[config.mk]
export PLATFORM = sky130hd
export DESIGN_NAME = plil_cell
export DESIGN_NICKNAME = d
export VERILOG_FILES = /design/src/hw/rtl/plil_pkg.sv /design/src/hw/rtl/plil_cell.sv
export SDC_FILE = /design/constraint.sdc
export NUM_CORES = 1
export LEC_CHECK = 0
export CAP_MARGIN = 10
export CORE_MARGIN = 3
export CORE_UTILIZATION = 54
export CTS_CLUSTER_SIZE = 28
export DETAILED_ROUTE_END_ITERATION = 10
export DONT_BUFFER_PORTS = 1
export PLACE_DENSITY = 0.71
export SYNTH_ARGS = -nofsm -noshare
export SYNTH_HDL_FRONTEND = slang
export SYNTH_SLANG_ARGS = --single-unit
[constraint.sdc]
create_clock -name clock -period 5.8 [get_ports clock]
set_input_delay 0.29 -clock clock [delete_from_list [all_inputs] [get_ports clock]]
set_output_delay 0.29 -clock clock [all_outputs]
set_load 0.02 [all_outputs]
[src/hw/rtl/plil_pkg.sv]
// Shared types and constants for the positional list block.
package plil_pkg;

   localparam int CAPACITY_DEF = 64;

   localparam int DATA_W = 32;
   localparam int POS_W  = 7;
   localparam int STAT_W = 2;

   localparam int REQ_TDATA_W = 40;
   localparam int RSP_TDATA_W = 48;

   localparam int GRP_SIZE  = 8;
   localparam int GRP_SEL_W = 3;
   localparam int GRP_N     = 16;
   localparam int GRP_IDX_W = 4;

   localparam logic MODE_INSERT = 1'b0;
   localparam logic MODE_DELETE = 1'b1;

   localparam logic [STAT_W-1:0] ST_DONE  = 2'd0;
   localparam logic [STAT_W-1:0] ST_RANGE = 2'd1;
   localparam logic [STAT_W-1:0] ST_FULL  = 2'd2;

   localparam logic [DATA_W-1:0] NO_VALUE = '1;

   typedef struct packed {
      logic             ins;
      logic             del;
      logic [POS_W-1:0] slot;
   } plil_ctrl_type;

endpackage

[src/hw/rtl/plil_cell.sv]
// One list entry: takes its neighbor's value on a shift or the new value on an insert.
module plil_cell #(
   parameter int IDX   = 0,
   parameter int CMP_W = 8
) (
   input  logic                          clock,
   input  plil_pkg::plil_ctrl_type       ctrl,
   input  logic [plil_pkg::DATA_W-1:0]   new_value,
   input  logic [plil_pkg::DATA_W-1:0]   left_value,
   input  logic [plil_pkg::DATA_W-1:0]   right_value,
   output logic [plil_pkg::DATA_W-1:0]   value_q
);

   localparam logic [CMP_W-1:0] MY_IDX = CMP_W'(IDX);

   logic [plil_pkg::DATA_W-1:0] value_ff;
   logic [plil_pkg::DATA_W-1:0] value_in;
   logic [CMP_W-1:0]            slot_ext;
   logic                        load;

   assign slot_ext = CMP_W'(ctrl.slot);

   always_comb begin
      value_in = value_ff;
      load     = 1'b0;
      if (ctrl.ins) begin
         if (MY_IDX == slot_ext) begin
            value_in = new_value;
            load     = 1'b1;
         end else if (MY_IDX > slot_ext) begin
            value_in = left_value;
            load     = 1'b1;
         end
      end else if (ctrl.del) begin
         if (MY_IDX >= slot_ext) begin
            value_in = right_value;
            load     = 1'b1;
         end
      end
   end

   always_ff @(posedge clock) begin
      if (load) begin
         value_ff <= value_in;
      end
   end

   assign value_q = value_ff;

endmodule

==> metrics.md <==
| Metric | Value |
|---|---|
| Routed vias | 1566 |
| Final setup viols | 0 |
| H-Tree Depth | 2 |
| Synth Cell Area | 0.001897 mm2 |
| Most frequent cells in the layout | nor2_1, o21ai_0, edfxtp_1 |
| Worst-margin pin slew | 1.003 ns |
| Max reg flops | 32 |
| Starting Density | 0.5922 |
| #FFs+latches synth | 32 |
| WP data arrival | 2.36 ns |
| Pin count of the biggest net entering global routing | 66 |
| Max Root-Sink Buffers | 2 |
| Top Ports | 138 |
| Gpl congestion | 0.7980 |
| Hold Violations, Final | 0 |
| First-pass GRT wire length | 6.458 mm |
| Area grow syn2layout | 2.045% |
| Worst path slowest cell | nor3_2 |
| CTS clock-pin slew for the worst setup and hold paths | 0.09 ns |
| Slew Limit Fails | 0 |
| CTS Sinks | 32 |
| # diodes | 0 |
| Power per cell area | 214.6 mW/mm2 |
| Via-to-Cell Ratio | 6.608 |
| Worst path bufs/invs | 1 |
| CP Data Required Time | 5.81 ns |
| Starting DRT DRC Count | 154 |
| Fin crit period | 2.353 ns |
| Final worst path period share | 0.4058 |
| Wire length per cell | 18.88 um |
| Port bufs | 0 |
| Most common cell after layout, fill and taps aside | nor2_1 |
| Clk root buf | clkbuf_4 |
| Drt first pass iters | 4 |
| Post-cts sizing count | 0 |
| Layout Cells excl Fill | 237 |
| Sequential-to-total area share from yosys stat | 0.5066 |
| Maximum cell stage delay along the critical path | 0.90 ns |
| Worst hold slack | 0.1913 ns |
| Number of remaining DRC errors | 0 |
| Core ar. | 0.003203 mm2 |
| Synth warn | 0 |
| Run status | complete, no violations |
| HP Class | input port to flip-flop |
| Maximum vdd ir drop | 0.1199 mV |
| CTS tree | built |
| Syn nets | 308 |
| Sum Neg Setup Slack | 0 ns |
| Global route total overflow | 0 |
| Slew headroom | 0.3280 |
| Hold Buf Count CTS | 0 |
| Synthesized instance count | 202 |
| Crit path max-delay family | simple AND/OR/NAND/NOR gates |
| Total setup buffers inserted after CTS | 0 |
| Total wire length | 4.474 mm |
| Yosys cell types | 15 |
| Critical path type | input port to flip-flop |
| Final ANT Viol Nets | 0 |
| TritonCTS Buffers | 5 |
| Pleak | 0.6168 nW |
| GRT Resource Usage Total | 0.2001 |
| Vias in the first global route | 1371 |
| Crit. End Element | flip-flop |
| Crit-path cells | or4_4 -> nor3_2 -> buf_4 |
| Row cnt | 20 |
| RSZ-0062 raised after global routing | no |
| Syn avg cell area | 9.390 um2 |
| Post-detail-place hpwl | 3.245 mm |
| Post-layout net count | 298 |
| Max-cap violations | 0 |
| Area of the die | 0.004260 mm2 |
| Fmax | 424.9 MHz |
| Worst Path Max Fanout | 49 |
| Critical path startpoint category | input port |
| Antenna violations before repair | 0 |
| Die X | 65.27 um |
| # placed instances | 228 |
| Die H | 65.27 um |
| Layout cells sized above 1 | 0.05699 |
power breakdown:
group          switching (W)  internal (W)  leakage [nW]
Sequential        0.00000200      0.000257         0.298
Clock              0.0000681     0.0000466        0.0269
Combinational      0.0000224     0.0000190         0.292
Yosys cell counts:
master,count,area [um2]
buf_2,2,10.01
edfxtp_1,32,960.9
o21ai_0,32,160.2
or4_4,1,11.26
nor2_1,34,127.6
nor3_1,1,5.000
nor4_2,1,12.51
or3_1,1,6.260
o31a_1,16,140.1
a31oi_1,16,100.1
inv_1,16,60.06
buf_6,2,22.52
nand4b_1,16,140.1
clkbuf_1,16,60.06
a21oi_1,16,80.08
path summary, 6_finish.rpt:
check / start / to / depth (start not counted)
max: ctrl[4] / value_q[19] / 3
min: ctrl[8] / value_q[18] / 1
stage by stage:
step,util,total power [W],setup WS [ns],cell area [um2]
6_report,0.6043,0.0004155,3.447,1936
5_1_grt,0.6043,0.0004371,3.359,1936
4_1_cts,0.6020,0.0004186,3.459,1928
3_5_place_dp,0.5867,0.0003060,3.115,1879
3_3_place_gp,0.5867,0.0003032,3.182,1879
2_1_floorplan,-,0.0003056,1.919,1897
layer usage:
metal | up-vias | part of all wire | GRT usage
met4 | 0 | 0.028 | 0.08549
li1 | 736 | - | -
met5 | - | 0 | 0
met2 | 106 | 0.50 | 0.3249
met3 | 14 | 0.11 | 0.08376
met1 | 710 | 0.37 | 0.2311
layout make-up:
type / count / area, um2
fillers: 275 / 1267
inverters: 16 / 60.06
clock inverters: 1 / 3.754
repair buffers: 3 / 22.52
multi-input cells: 134 / 788.3
flip-flops and latches: 32 / 960.9
clock buffers: 7 / 45.04
well taps: 44 / 55.05
cells by family (layout without fill, tap and decap cells):
logic type             after synthesis  in the layout  synth area share
AOI/OAI and AO/OA                   80             80            0.2533
buffers and inverters               36             27           0.08048
and+or+nand+nor                     54             54            0.1596
DFF                                 32             32            0.5066
Power figures use the tool's default switching activity.
